==> config.mk <==
export PLATFORM = sky130hd
export DESIGN_NAME = mfek_ctrl
export DESIGN_NICKNAME = d
export VERILOG_FILES = /design/src/design/mfek_pkg.sv /design/src/design/mfek_ctrl.sv
export SDC_FILE = /design/constraint.sdc
export NUM_CORES = 1
export LEC_CHECK = 0
export ABC_AREA = 0
export BUFFER_PORTS_ARGS = -buffer_cell sky130_fd_sc_hd__buf_2
export CAP_MARGIN = 20
export CORE_ASPECT_RATIO = 0.75
export CORE_MARGIN = 4
export CORE_UTILIZATION = 42
export DETAILED_ROUTE_END_ITERATION = 8
export PLACE_DENSITY = 0.64
export SETUP_SLACK_MARGIN = 0.4
export SKIP_LAST_GASP = 1
export SLEW_MARGIN = 20
export SYNTH_ARGS = -nofsm -noshare
export SYNTH_HDL_FRONTEND = slang
export SYNTH_SLANG_ARGS = --single-unit
==> constraint.sdc <==
create_clock -name clk -period 2.7 [get_ports clk]
set_clock_uncertainty 0.05 [all_clocks]
set_input_delay 0.54 -clock clk [delete_from_list [all_inputs] [get_ports clk]]
set_output_delay 0.54 -clock clk [all_outputs]
set_load 0.01 [all_outputs]
==> src/design/mfek_pkg.sv <==
// Package for the Edmonds-Karp max-flow block.
// It holds the command and result payload types, the register indexes and the
// controller/datapath handshake types. No dependencies.
package mfek_pkg;

    localparam int VID_W         = 8;
    localparam int VERTEX_SLOTS  = 256;
    localparam int TOTAL_W       = 27;
    localparam logic [TOTAL_W-1:0] TOTAL_MAX = 27'h7FF_FFFF;

    localparam logic [1:0] REG_VERTEX_COUNT = 2'd0;
    localparam logic [1:0] REG_SOURCE       = 2'd1;
    localparam logic [1:0] REG_SINK         = 2'd2;

    typedef enum logic [1:0] {
        CMD_ADD   = 2'd0,
        CMD_CLEAR = 2'd1,
        CMD_RUN   = 2'd2,
        CMD_NONE  = 2'd3
    } cmd_t;

    typedef enum logic [1:0] {
        STAT_OK      = 2'd0,
        STAT_FULL    = 2'd1,
        STAT_NO_PATH = 2'd2
    } status_t;

    typedef struct packed {
        cmd_t        command;
        logic [7:0]  from_vertex;
        logic [7:0]  to_vertex;
        logic [15:0] forward_capacity;
        logic [15:0] reverse_capacity;
    } item_t;

    typedef struct packed {
        status_t             status;
        logic [TOTAL_W-1:0]  total_flow;
    } result_t;

    typedef struct packed {
        logic [8:0] vertex_count;
        logic [7:0] source_vertex;
        logic [7:0] sink_vertex;
    } cfg_t;

    typedef enum logic [4:0] {
        OP_NONE,
        OP_ACCEPT,
        OP_ADD,
        OP_CLEAR,
        OP_ZERO,
        OP_SRCH_INIT,
        OP_DEQ_RD,
        OP_DEQ_LD,
        OP_SCAN_RD,
        OP_SCAN_EV,
        OP_SCAN_OD,
        OP_V_SNK,
        OP_PRED_RD,
        OP_EDGE_RD,
        OP_BOTTLE,
        OP_PUSH,
        OP_TOTAL,
        OP_RESULT
    } dp_op_t;

    typedef enum logic [4:0] {
        S_IDLE,
        S_ADD,
        S_CLEAR,
        S_ZERO,
        S_SINIT,
        S_QCHK,
        S_DEQ_RD,
        S_DEQ_LD,
        S_SCAN_RD,
        S_SCAN_EV,
        S_SCAN_OD,
        S_SEND,
        S_BN_CHK,
        S_BN_PRED,
        S_BN_EDGE,
        S_BN_CALC,
        S_PU_INIT,
        S_PU_CHK,
        S_PU_PRED,
        S_PU_EDGE,
        S_PU_WR,
        S_TOTAL,
        S_DONE
    } state_t;

    typedef struct packed {
        dp_op_t  op;
        status_t res_status;
    } ctl_t;

    typedef struct packed {
        logic full;
        logic range_bad;
        logic pairs_empty;
        logic zero_last;
        logic queue_empty;
        logic scan_last;
        logic sink_hit;
        logic at_src;
    } dp_stat_t;

endpackage

==> src/design/mfek_ctrl.sv <==
// Controller state machine for the Edmonds-Karp max-flow block.
// It sequences the datapath through edge loads, searches and augmentations.
// Depends on mfek_pkg.
module mfek_ctrl
    import mfek_pkg::*;
(
    input  logic     clk,
    input  logic     rst_n,
    input  logic     start,
    input  cmd_t     command,
    input  dp_stat_t stat,
    output ctl_t     ctl,
    output logic     busy
);

    state_t  state_reg, state_next;
    logic    first_reg, first_next;
    status_t res_reg, res_next;

    always_ff @(posedge clk or negedge rst_n)
    begin
        if (!rst_n)
        begin
            state_reg <= S_IDLE;
            first_reg <= 1'b1;
            res_reg   <= STAT_OK;
        end
        else
        begin
            state_reg <= state_next;
            first_reg <= first_next;
            res_reg   <= res_next;
        end
    end

    always_comb
    begin
        state_next = state_reg;
        first_next = first_reg;
        res_next   = res_reg;
        unique case (state_reg)
            S_IDLE:
            begin
                if (start)
                begin
                    res_next   = STAT_OK;
                    first_next = 1'b1;
                    case (command)
                        CMD_ADD:   state_next = S_ADD;
                        CMD_CLEAR: state_next = S_CLEAR;
                        CMD_RUN:
                        begin
                            if (stat.range_bad)
                            begin
                                res_next   = STAT_NO_PATH;
                                state_next = S_DONE;
                            end
                            else if (stat.pairs_empty)
                                state_next = S_SINIT;
                            else
                                state_next = S_ZERO;
                        end
                        default:   state_next = S_DONE;
                    endcase
                end
            end
            S_ADD:
            begin
                res_next   = stat.full ? STAT_FULL : STAT_OK;
                state_next = S_DONE;
            end
            S_CLEAR:   state_next = S_DONE;
            S_ZERO:    state_next = stat.zero_last ? S_SINIT : S_ZERO;
            S_SINIT:   state_next = S_QCHK;
            S_QCHK:    state_next = stat.queue_empty ? S_SEND : S_DEQ_RD;
            S_DEQ_RD:  state_next = S_DEQ_LD;
            S_DEQ_LD:  state_next = stat.pairs_empty ? S_QCHK : S_SCAN_RD;
            S_SCAN_RD: state_next = S_SCAN_EV;
            S_SCAN_EV: state_next = S_SCAN_OD;
            S_SCAN_OD: state_next = stat.scan_last ? S_QCHK : S_SCAN_RD;
            S_SEND:
            begin
                if (stat.sink_hit)
                    state_next = S_BN_CHK;
                else
                begin
                    res_next   = first_reg ? STAT_NO_PATH : STAT_OK;
                    state_next = S_DONE;
                end
            end
            S_BN_CHK:  state_next = stat.at_src ? S_PU_INIT : S_BN_PRED;
            S_BN_PRED: state_next = S_BN_EDGE;
            S_BN_EDGE: state_next = S_BN_CALC;
            S_BN_CALC: state_next = S_BN_CHK;
            S_PU_INIT: state_next = S_PU_CHK;
            S_PU_CHK:  state_next = stat.at_src ? S_TOTAL : S_PU_PRED;
            S_PU_PRED: state_next = S_PU_EDGE;
            S_PU_EDGE: state_next = S_PU_WR;
            S_PU_WR:   state_next = S_PU_CHK;
            S_TOTAL:
            begin
                first_next = 1'b0;
                state_next = S_SINIT;
            end
            S_DONE:    state_next = S_IDLE;
            default:   state_next = S_IDLE;
        endcase
    end

    always_comb
    begin
        ctl.res_status = res_reg;
        unique case (state_reg)
            S_IDLE:    ctl.op = start ? OP_ACCEPT : OP_NONE;
            S_ADD:     ctl.op = OP_ADD;
            S_CLEAR:   ctl.op = OP_CLEAR;
            S_ZERO:    ctl.op = OP_ZERO;
            S_SINIT:   ctl.op = OP_SRCH_INIT;
            S_DEQ_RD:  ctl.op = OP_DEQ_RD;
            S_DEQ_LD:  ctl.op = OP_DEQ_LD;
            S_SCAN_RD: ctl.op = OP_SCAN_RD;
            S_SCAN_EV: ctl.op = OP_SCAN_EV;
            S_SCAN_OD: ctl.op = OP_SCAN_OD;
            S_SEND:    ctl.op = OP_V_SNK;
            S_PU_INIT: ctl.op = OP_V_SNK;
            S_BN_PRED: ctl.op = OP_PRED_RD;
            S_PU_PRED: ctl.op = OP_PRED_RD;
            S_BN_EDGE: ctl.op = OP_EDGE_RD;
            S_PU_EDGE: ctl.op = OP_EDGE_RD;
            S_BN_CALC: ctl.op = OP_BOTTLE;
            S_PU_WR:   ctl.op = OP_PUSH;
            S_TOTAL:   ctl.op = OP_TOTAL;
            S_DONE:    ctl.op = OP_RESULT;
            default:   ctl.op = OP_NONE;
        endcase
        busy = (state_reg != S_IDLE);
    end

endmodule

==> results of run 1 <==
==> stage by stage <==
step	setup WS, ps	hold slack [ps]	instance area (um2)	power (W)
2_1_floorplan	672	194	936	0.00103
3_3_place_gp	548	337	1040	0.00131
3_5_place_dp	513	339	1040	0.00131
4_1_cts	422	60.5	1100	0.00146
5_1_grt	391	58.9	1140	0.00168
6_report	454	66.3	1140	0.00154
==> final cells by class <==
type / count / area share, %
sequential: 8 / 18.2
inverter: 6 / 1.97
timing repair buffer: 33 / 17.1
clock buffer: 4 / 2.30
multi-input combinational: 120 / 57.8
tap: 24 / 2.63
==> final timing paths <==
kind / to / cells past startpoint
min in group clk: res_reg[1] / 1
worst min register to register: res_reg[1] / 1
max in group asynchronous: first_reg / 1
worst max-delay path: busy / 4
worst min-delay path: res_reg[1] / 1
worst max register to register: res_reg[1] / 5
==> cell families (layout without fill, tap and decap cells) <==
logic type,count (synthesis),count (layout),synth area share (%)
XOR/XNOR,1,1,0.936
multiplexers,2,2,2.41
flip-flops,8,8,21.5
buffers and inverters,18,43,8.82
AND/OR/NAND/NOR,66,66,32.4
AO/OA/AOI/OAI,51,51,34.0
==> cell usage after synthesis (3+ instances only) <==
master / number / area (um2)
o22ai_1: 3 / 18.8
nor2_1: 20 / 75.1
nand2b_1: 3 / 18.8
dfrtp_1: 7 / 175
clkbuf_1: 6 / 22.5
inv_1: 5 / 18.8
nor2b_1: 3 / 18.8
nand2_1: 23 / 86.3
nor3_1: 6 / 30.0
a31oi_1: 7 / 43.8
buf_2: 3 / 15.0
o21ai_0: 14 / 70.1
a21oi_1: 13 / 65.1
==> metal layers <==
metal / up-vias / GRT usage, %
li1: 578 / -
met2: 81 / 28.5
met1: 532 / 30.6
met5: - / 0
met4: 0 / 4.76
met3: 10 / 6.68
==> critical path: stages (launching register included) <==
cell and delay [ps]:
dfrtp_2 450, buf_4 150, or3_4 350, or3_1 310, buf_2 140
==> repair_timing <==
action,in CTS,in global routing
hold endpoints to repair,0,0
resized for setup,3,4
setup buffers,5,4
endpoints found under the setup margin,4,4
==> report_power, final <==
| part | leakage, nW | internal, W | switching [W] | total [W] |
|---|---|---|---|---|
| Clock | 0.0150 | 0.0000565 | 0.0000399 | 0.0000964 |
| Sequential | 0.0937 | 0.000186 | 0.000114 | 0.000300 |
| Combinational | 0.388 | 0.000480 | 0.000666 | 0.00115 |
| Total | 0.497 | 0.000723 | 0.000820 | 0.00154 |
==> impl_metrics.py, run 1 <==
metrics = {
    "die": {
        "start_util_pct": 45.3,
        "core_um2": 2070,
        "chipWidth_um": 62.5,
        "io-pin-count": 21,
        "die_h_um": 48.9,
        "dieArea_um2": 3060,
        "rows": 14,
    },
    "routing": {
        "routed.top_layer": "met4",
        "vias": 1201,
        "dr_wl_met2_mm": 1.30,
        "routed_wl_mm": 3.11,
        "detail-route-antenna-nets": 0,
        "viasPerCell": 6.16,
        "drt_pre_antenna_iters": 5,
        "drtIter0Drc": 109,
        "drc": 0,
        "drt-met1-wl_mm": 1.40,
        "routed-wl-met3_um": 355,
        "wl_per_cell_um": 15.9,
    },
    "timing": {
        "fin_crit_ps": 2250,
        "rsz0062_at_grt": "true",
        "setup_viol": 0,
        "timing.final.crit_share_pct": 83.2,
        "hold_viol_final": 0,
        "fmax_mhz": 445,
        "finalMaxSlewViolations": 0,
        "relSlewSlack_pct": 70.7,
        "worst_pin_slew_ps": 434,
        "tns_ps": 0,
    },
    "power_and_ir_drop": {
        "leakagePower_nw": 0.497,
        "power_density_nw_per_um2": 1350,
        "ir_drop_mv": 0.512,
    },
    "clock_tree": {
        "clockBufferDepth": 2,
        "cts_buffers": 3,
        "htreeDepth": 1,
        "cts_tree": "yes",
        "cts_root_buf": "clkbuf_4",
        "cts.sinks": 8,
        "clk_latency_ps": 250,
        "clk_pin_slew_ps": 50,
        "cts_hold_buffers": 0,
    },
    "final_layout": {
        "final_common_cell": "nand2_1",
        "layout.nets": 185,
        "drive_gt1_share_pct": 29.2,
        "multi_input_area_um2": 659,
        "instances_no_fill": 195,
        "regArea_um2": 208,
        "postLayoutCoreUtil_pct": 55.2,
        "largest_reg_flops": 5,
        "layout_common_cells": "nand2_1, buf_2, nor2_1",
        "antenna_cells": 0,
        "fillers": 205,
        "area_delta_synth_final_pct": 21.9,
    },
    "worst_setup_path": {
        "rrSetupSlack_ps": 810,
        "setup.worst_path.class": "reg2out",
        "cp_max_fo": 8,
        "end_kind": "output pin",
        "r2r-start": "state_reg[1]",
        "cp.required_ps": 2110,
        "startpoint_type": "flip-flop",
        "crit_start": "state_reg[2]",
        "arrival_ps": 1660,
    },
    "logic_synthesis": {
        "netlist_instances": 146,
        "ys.flop_type": "dfrtp_1",
        "netlist_area_um2": 936,
        "ys_ff_latch": 8,
        "synth.distinct_cells": 39,
        "ys_seq_area_share_pct": 21.5,
        "synth_edf_count": 0,
        "synth_nets": 159,
        "synth_area_per_cell_um2": 6.41,
        "ys_warn_count": 0,
        "synthArstFlopShare_pct": 100,
    },
    "global_routing": {
        "grt_pass1_wl_mm": 5.15,
        "grt_use_total_pct": 20.7,
        "grt_max_degree": 19,
        "antenna_found_initial": 0,
        "grt_pass1_vias": 1065,
        "overflow": 0,
    },
    "hold_path": {
        "hold_path.class": "in2async",
    },
    "placed_design": {
        "numPortBuffers": 20,
        "place_congestion": 0.988,
        "place_hpwl_mm": 2.24,
        "place_inst": 182,
    },
    "run": {
        "cap_violations": 0,
    },
    "outcome": {
        "status": "finished clean",
    },
}
Note: power is estimated with default switching activity, not from simulation.
==> run 2: changes to the inputs <==
- clock period: 2.7 -> 2.12 ns (I/O delays scaled with it)
==> run 2 against run 1 <==
Net effect: die area did not move; critical path depth up 2; sequential share of layout area down 4.2 points; count of clock-buffer cells in the layout is the same; via count up 18%; routed wire length is 31% higher; first-iteration DRC count is 47% higher; largest cell class unchanged.
==> impl_metrics.py, run 2 (synthesis gave the netlist of run 1 again) <==
metrics = {
    "outcome": {
        "status": "finished clean",
    },
    "die": {
        "dieArea_um2": 3060,
        "rows": 14,
        "core_um2": 2070,
        "io-pin-count": 21,
        "start_util_pct": 45.3,
        "chipWidth_um": 62.5,
        "die_h_um": 48.9,
    },
    "timing": {
        "setup_viol": 0,
        "finalMaxSlewViolations": 0,
        "timing.final.crit_share_pct": 98.2,
        "fmax_mhz": 480,
        "rsz0062_at_grt": "true",
        "relSlewSlack_pct": 73.6,
        "fin_crit_ps": 2080,
        "timing.hold.ws_ps": 361,
        "worst_pin_slew_ps": 391,
        "tns_ps": 0,
        "hold_viol_final": 0,
    },
    "worst_setup_path": {
        "cp_top_family": "flip-flops",
        "slowest_delay_ps": 460,
        "crit_chain": "buf_12 -> buf_4 -> o21ai_0 -> a21oi_1 -> o22ai_2 -> buf_2",
        "end_kind": "output pin",
        "cp.required_ps": 1650,
        "critical_path_buf_inv_count": 3,
        "reg2reg_to": "res_reg[1]",
        "setup.worst_path.class": "reg2out",
        "ff2ff_path_depth": 7,
        "arrival_ps": 1610,
        "cp_max_fo": 6,
        "r2r-start": "state_reg[4]",
        "startpoint_type": "flip-flop",
        "rrSetupSlack_ps": 180,
        "cp_slowest_cell": "dfrtp_2",
    },
    "final_layout": {
        "largest_reg_flops": 5,
        "final_common_cell": "buf_4",
        "fillers": 144,
        "design_area_um2": 1480,
        "antenna_cells": 0,
        "area_delta_synth_final_pct": 58.2,
        "layout.nets": 209,
        "layout_common_cells": "buf_4, nand2_1, buf_2",
        "drive_gt1_share_pct": 45.6,
    },
    "clock_tree": {
        "cts_root_buf": "clkbuf_4",
        "cts_buffers": 3,
        "clockBufferDepth": 2,
        "htreeDepth": 1,
        "clk_latency_ps": 260,
        "cts_tree": "yes",
        "cts.sinks": 8,
        "clk_pin_slew_ps": 60,
    },
    "placed_design": {
        "place_hpwl_mm": 2.49,
        "numPortBuffers": 20,
        "place_congestion": 0.893,
        "dpl_cell_area_um2": 1110,
    },
    "global_routing": {
        "met3_usage_pct": 7.14,
        "grt_pass1_vias": 1175,
        "grt_max_degree": 14,
        "overflow": 0,
        "grt_use_total_pct": 24.1,
        "grt_use_met1_pct": 33.9,
        "gr-max-usage-layer": "met2",
        "globalRouteMet2Util_pct": 36.8,
        "antenna_found_initial": 0,
        "grt_pass1_wl_mm": 5.87,
    },
    "routing": {
        "drc": 0,
        "drtIter0Drc": 160,
        "detail-route-antenna-nets": 0,
        "drt_pre_antenna_iters": 4,
        "viasPerCell": 6.47,
        "vias": 1416,
        "routed_wl_mm": 4.08,
        "wl_per_cell_um": 18.6,
    },
    "power_and_ir_drop": {
        "power.switching_w": 0.00134,
        "p_seq_share_pct": 13.1,
        "finalPower_w": 0.00271,
        "p_clk_share_pct": 4.8,
        "pwr-share-comb_pct": 82.1,
        "p_int_w": 0.00137,
        "ir_drop_mv": 0.835,
        "power_density_nw_per_um2": 1830,
        "leakagePower_nw": 0.645,
        "sw_frac_of_total_pct": 49.5,
    },
    "hold_path": {
        "holdPathEnd": "res_reg[0]",
        "hp-start": "stat[7]",
        "min_path_cells": 3,
        "hold_path.class": "in2reg",
    },
    "run": {
        "cap_violations": 0,
    },
}
-- run 2: changes by cell type in the layout (fill, tap and decap cells not counted), moves of 3 or more --
| cell | before | now |
|---|---|---|
| nand2_1 | 23 | 20 |
| nor2_1 | 20 | 17 |
| buf_6 | 0 | 4 |
| buf_4 | 12 | 29 |
| nand2_2 | 0 | 3 |
| nor2_4 | 0 | 3 |
-- run 2: worst max-delay path by stage --
stage / startpoint / endpoint / slack (ps) / depth (start not counted)
6_report: state_reg[2] / ctl[2] / 40 / 6
3_5_place_dp: state_reg[3] / ctl[2] / 190 / 5
4_1_cts: state_reg[4] / busy / 110 / 3
2_1_floorplan: state_reg[4] / res_reg[1] / 400 / 4
5_1_grt: state_reg[2] / ctl[2] / -30 / 6
3_3_place_gp: state_reg[3] / ctl[2] / 210 / 5
-- run 2: power groups by stage --
| stage | Sequential, W | Combinational, W | Clock [W] |
|---|---|---|---|
| 2_1_floorplan | 0.000267 | 0.00108 | 0 |
| 6_report | 0.000355 | 0.00222 | 0.000129 |
| 3_5_place_dp | 0.000369 | 0.00143 | 0 |
| 5_1_grt | 0.000362 | 0.00238 | 0.000150 |
| 3_3_place_gp | 0.000368 | 0.00144 | 0 |
| 4_1_cts | 0.000343 | 0.00177 | 0.000131 |
-- run 2: what timing repair did --
| action | in CTS | in global routing |
|---|---|---|
| hold endpoints to repair | 7 | 0 |
| endpoints found under the setup margin | 10 | 10 |
| resized for setup | 17 | 20 |
| hold buffers | 1 | 0 |
| buffers inserted | 10 | 14 |
| pin swaps | 5 | 7 |
| gates cloned | 0 | 0 |
-- run 2: cell type report --
| cell class | instances | area [um2] | share of cell area [%] |
|---|---|---|---|
| clock buffer | 4 | 26.3 | 1.78 |
| inverter | 6 | 30.0 | 2.03 |
| multi-input combinational | 120 | 758 | 51.2 |
| sequential | 8 | 208 | 14.0 |
| tap | 24 | 30.0 | 2.03 |
| timing repair buffer | 57 | 428 | 28.9 |
-- run 2: tightest hold or removal path, cell delays in order --
cell     delay, ps
buf_2           80
nand2_1         50
o21ai_0         70
-- run 2: stage by stage --
stage / std cells / setup WS [ps] / utilization, %
after floorplan: 146 / 401 / -
after global placement: 190 / 207 / 53.7
after detailed placement: 190 / 191 / 53.7
after CTS: 205 / 105 / 63.3
after global routing: 219 / -27.4 / 71.6
final: 219 / 37.9 / 71.6
-- run 2: layer usage --
| metal | part of all wire (%) | vias up |
|---|---|---|
| met5 | 0 | - |
| met4 | 3.0 | 0 |
| met3 | 12 | 20 |
| met2 | 45 | 113 |
| met1 | 39 | 652 |
| li1 | - | 631 |
==> run 3: changes to the inputs <==
- SETUP_SLACK_MARGIN: 0.4 -> 0.15
==> run 3 against run 2 <==
Net effect: routed wire length shrank 15%; core utilization shrank 7.3 points; die area is the same; largest cell class unchanged; highest routed layer unchanged.
==> impl_metrics.py, run 3 (synthesis gave the netlist of run 1 again) <==
metrics = {
    "die": {
        "rows": 14,
        "dieArea_um2": 3060,
        "core_um2": 2070,
        "chipWidth_um": 62.5,
        "die_h_um": 48.9,
        "start_util_pct": 45.3,
        "io-pin-count": 21,
    },
    "final_layout": {
        "fillers": 192,
        "largest_reg_flops": 5,
        "antenna_cells": 0,
        "area_delta_synth_final_pct": 42.1,
        "layout.nets": 199,
        "layout_common_cells": "buf_4, nand2_1, buf_2",
        "drive_gt1_share_pct": 41.1,
        "final_common_cell": "buf_4",
    },
    "worst_setup_path": {
        "arrival_ps": 1520,
        "cp_max_fo": 5,
        "setup.worst_path.class": "reg2out",
        "cp.required_ps": 1650,
        "r2r-start": "state_reg[3]",
        "ff2ff_path_depth": 7,
        "end_kind": "output pin",
        "startpoint_type": "flip-flop",
        "rrSetupSlack_ps": 240,
        "crit_start": "state_reg[4]",
        "reg2reg_to": "res_reg[1]",
    },
    "routing": {
        "drc": 0,
        "wl_per_cell_um": 16.6,
        "routed_wl_mm": 3.46,
        "drt_pre_antenna_iters": 5,
        "detail-route-antenna-nets": 0,
        "viasPerCell": 6.23,
        "vias": 1303,
        "drtIter0Drc": 174,
    },
    "timing": {
        "rsz0062_at_grt": "true",
        "fmax_mhz": 502,
        "tns_ps": 0,
        "worst_pin_slew_ps": 480,
        "setup_viol": 0,
        "timing.hold.ws_ps": 327,
        "timing.final.crit_share_pct": 94.0,
        "fin_crit_ps": 1990,
        "hold_viol_final": 0,
        "finalMaxSlewViolations": 0,
        "relSlewSlack_pct": 67.6,
    },
    "power_and_ir_drop": {
        "finalPower_w": 0.00233,
        "ir_drop_mv": 0.589,
        "power_density_nw_per_um2": 1750,
        "leakagePower_nw": 0.582,
    },
    "run": {
        "cap_violations": 0,
    },
    "placed_design": {
        "numPortBuffers": 20,
        "place_congestion": 0.956,
        "place_hpwl_mm": 2.27,
    },
    "clock_tree": {
        "cts.sinks": 8,
        "cts_buffers": 3,
        "cts_root_buf": "clkbuf_4",
        "htreeDepth": 1,
        "clockBufferDepth": 2,
        "clk_latency_ps": 250,
        "cts_tree": "yes",
        "clk_pin_slew_ps": 60,
    },
    "global_routing": {
        "grt_pass1_wl_mm": 5.69,
        "grt_max_degree": 13,
        "antenna_found_initial": 0,
        "grt_pass1_vias": 1181,
        "grt_use_total_pct": 23.0,
        "overflow": 0,
    },
    "hold_path": {
        "holdPathEnd": "res_reg[0]",
        "hold_path.class": "in2reg",
        "min_path_cells": 3,
        "hp-start": "stat[7]",
    },
    "outcome": {
        "status": "finished clean",
    },
}
[run 3: where the power goes]
group,switching (W),internal (W)
combinational,0.00103,0.000836
clock,0.0000510,0.0000719
sequential,0.0000996,0.000237
total,0.00118,0.00115
[run 3: how the worst max path moves through the flow]
stage	slack (ps)	end	cells past startpoint
floorplan	210	ctl[2]	7
global placement	210	ctl[2]	6
detailed placement	180	ctl[2]	6
CTS	100	busy	3
global route	20	ctl[2]	6
finish	130	busy	3
[run 3: cell type report]
| cell class | count | area, um2 | share of cell area (%) |
|---|---|---|---|
| Inverter | 6 | 31.3 | 2.35 |
| Sequential cell | 8 | 208 | 15.6 |
| Clock buffer | 4 | 26.3 | 1.98 |
| Multi-Input combinational cell | 120 | 711 | 53.4 |
| Tap cell | 24 | 30.0 | 2.26 |
| Timing Repair Buffer | 47 | 324 | 24.4 |
[run 3: metrics by stage]
stage | utilization, % | cell area (um2) | std cells | setup WS (ps)
after floorplan | - | 936 | 146 | 208
after global placement | 53.0 | 1100 | 190 | 212
after detailed placement | 53.0 | 1100 | 190 | 178
after CTS | 61.8 | 1280 | 209 | 101
after global routing | 64.3 | 1330 | 209 | 24.7
final | 64.3 | 1330 | 209 | 127
[run 3: critical path: stages, from the launching register on]
cell and delay, ps:
dfrtp_2 440, or3_4 400, or3_1 300, buf_2 140
[run 3: metal layers]
layer	track usage (%)	routed length, um	vias to the layer above
li1	-	-	604
met1	32.7	1490	613
met5	0	0	-
met3	5.99	384	4
met2	35.0	1560	82
met4	4.03	31	0
[run 3: timing repair]
item                                   in CTS  in global routing
hold buffers                                1                  0
pin swaps                                   2                  3
setup endpoints to repair                   5                  7
buffers inserted                           14                  0
gates resized for setup                    14                 16
endpoints found under the hold margin       7                  0
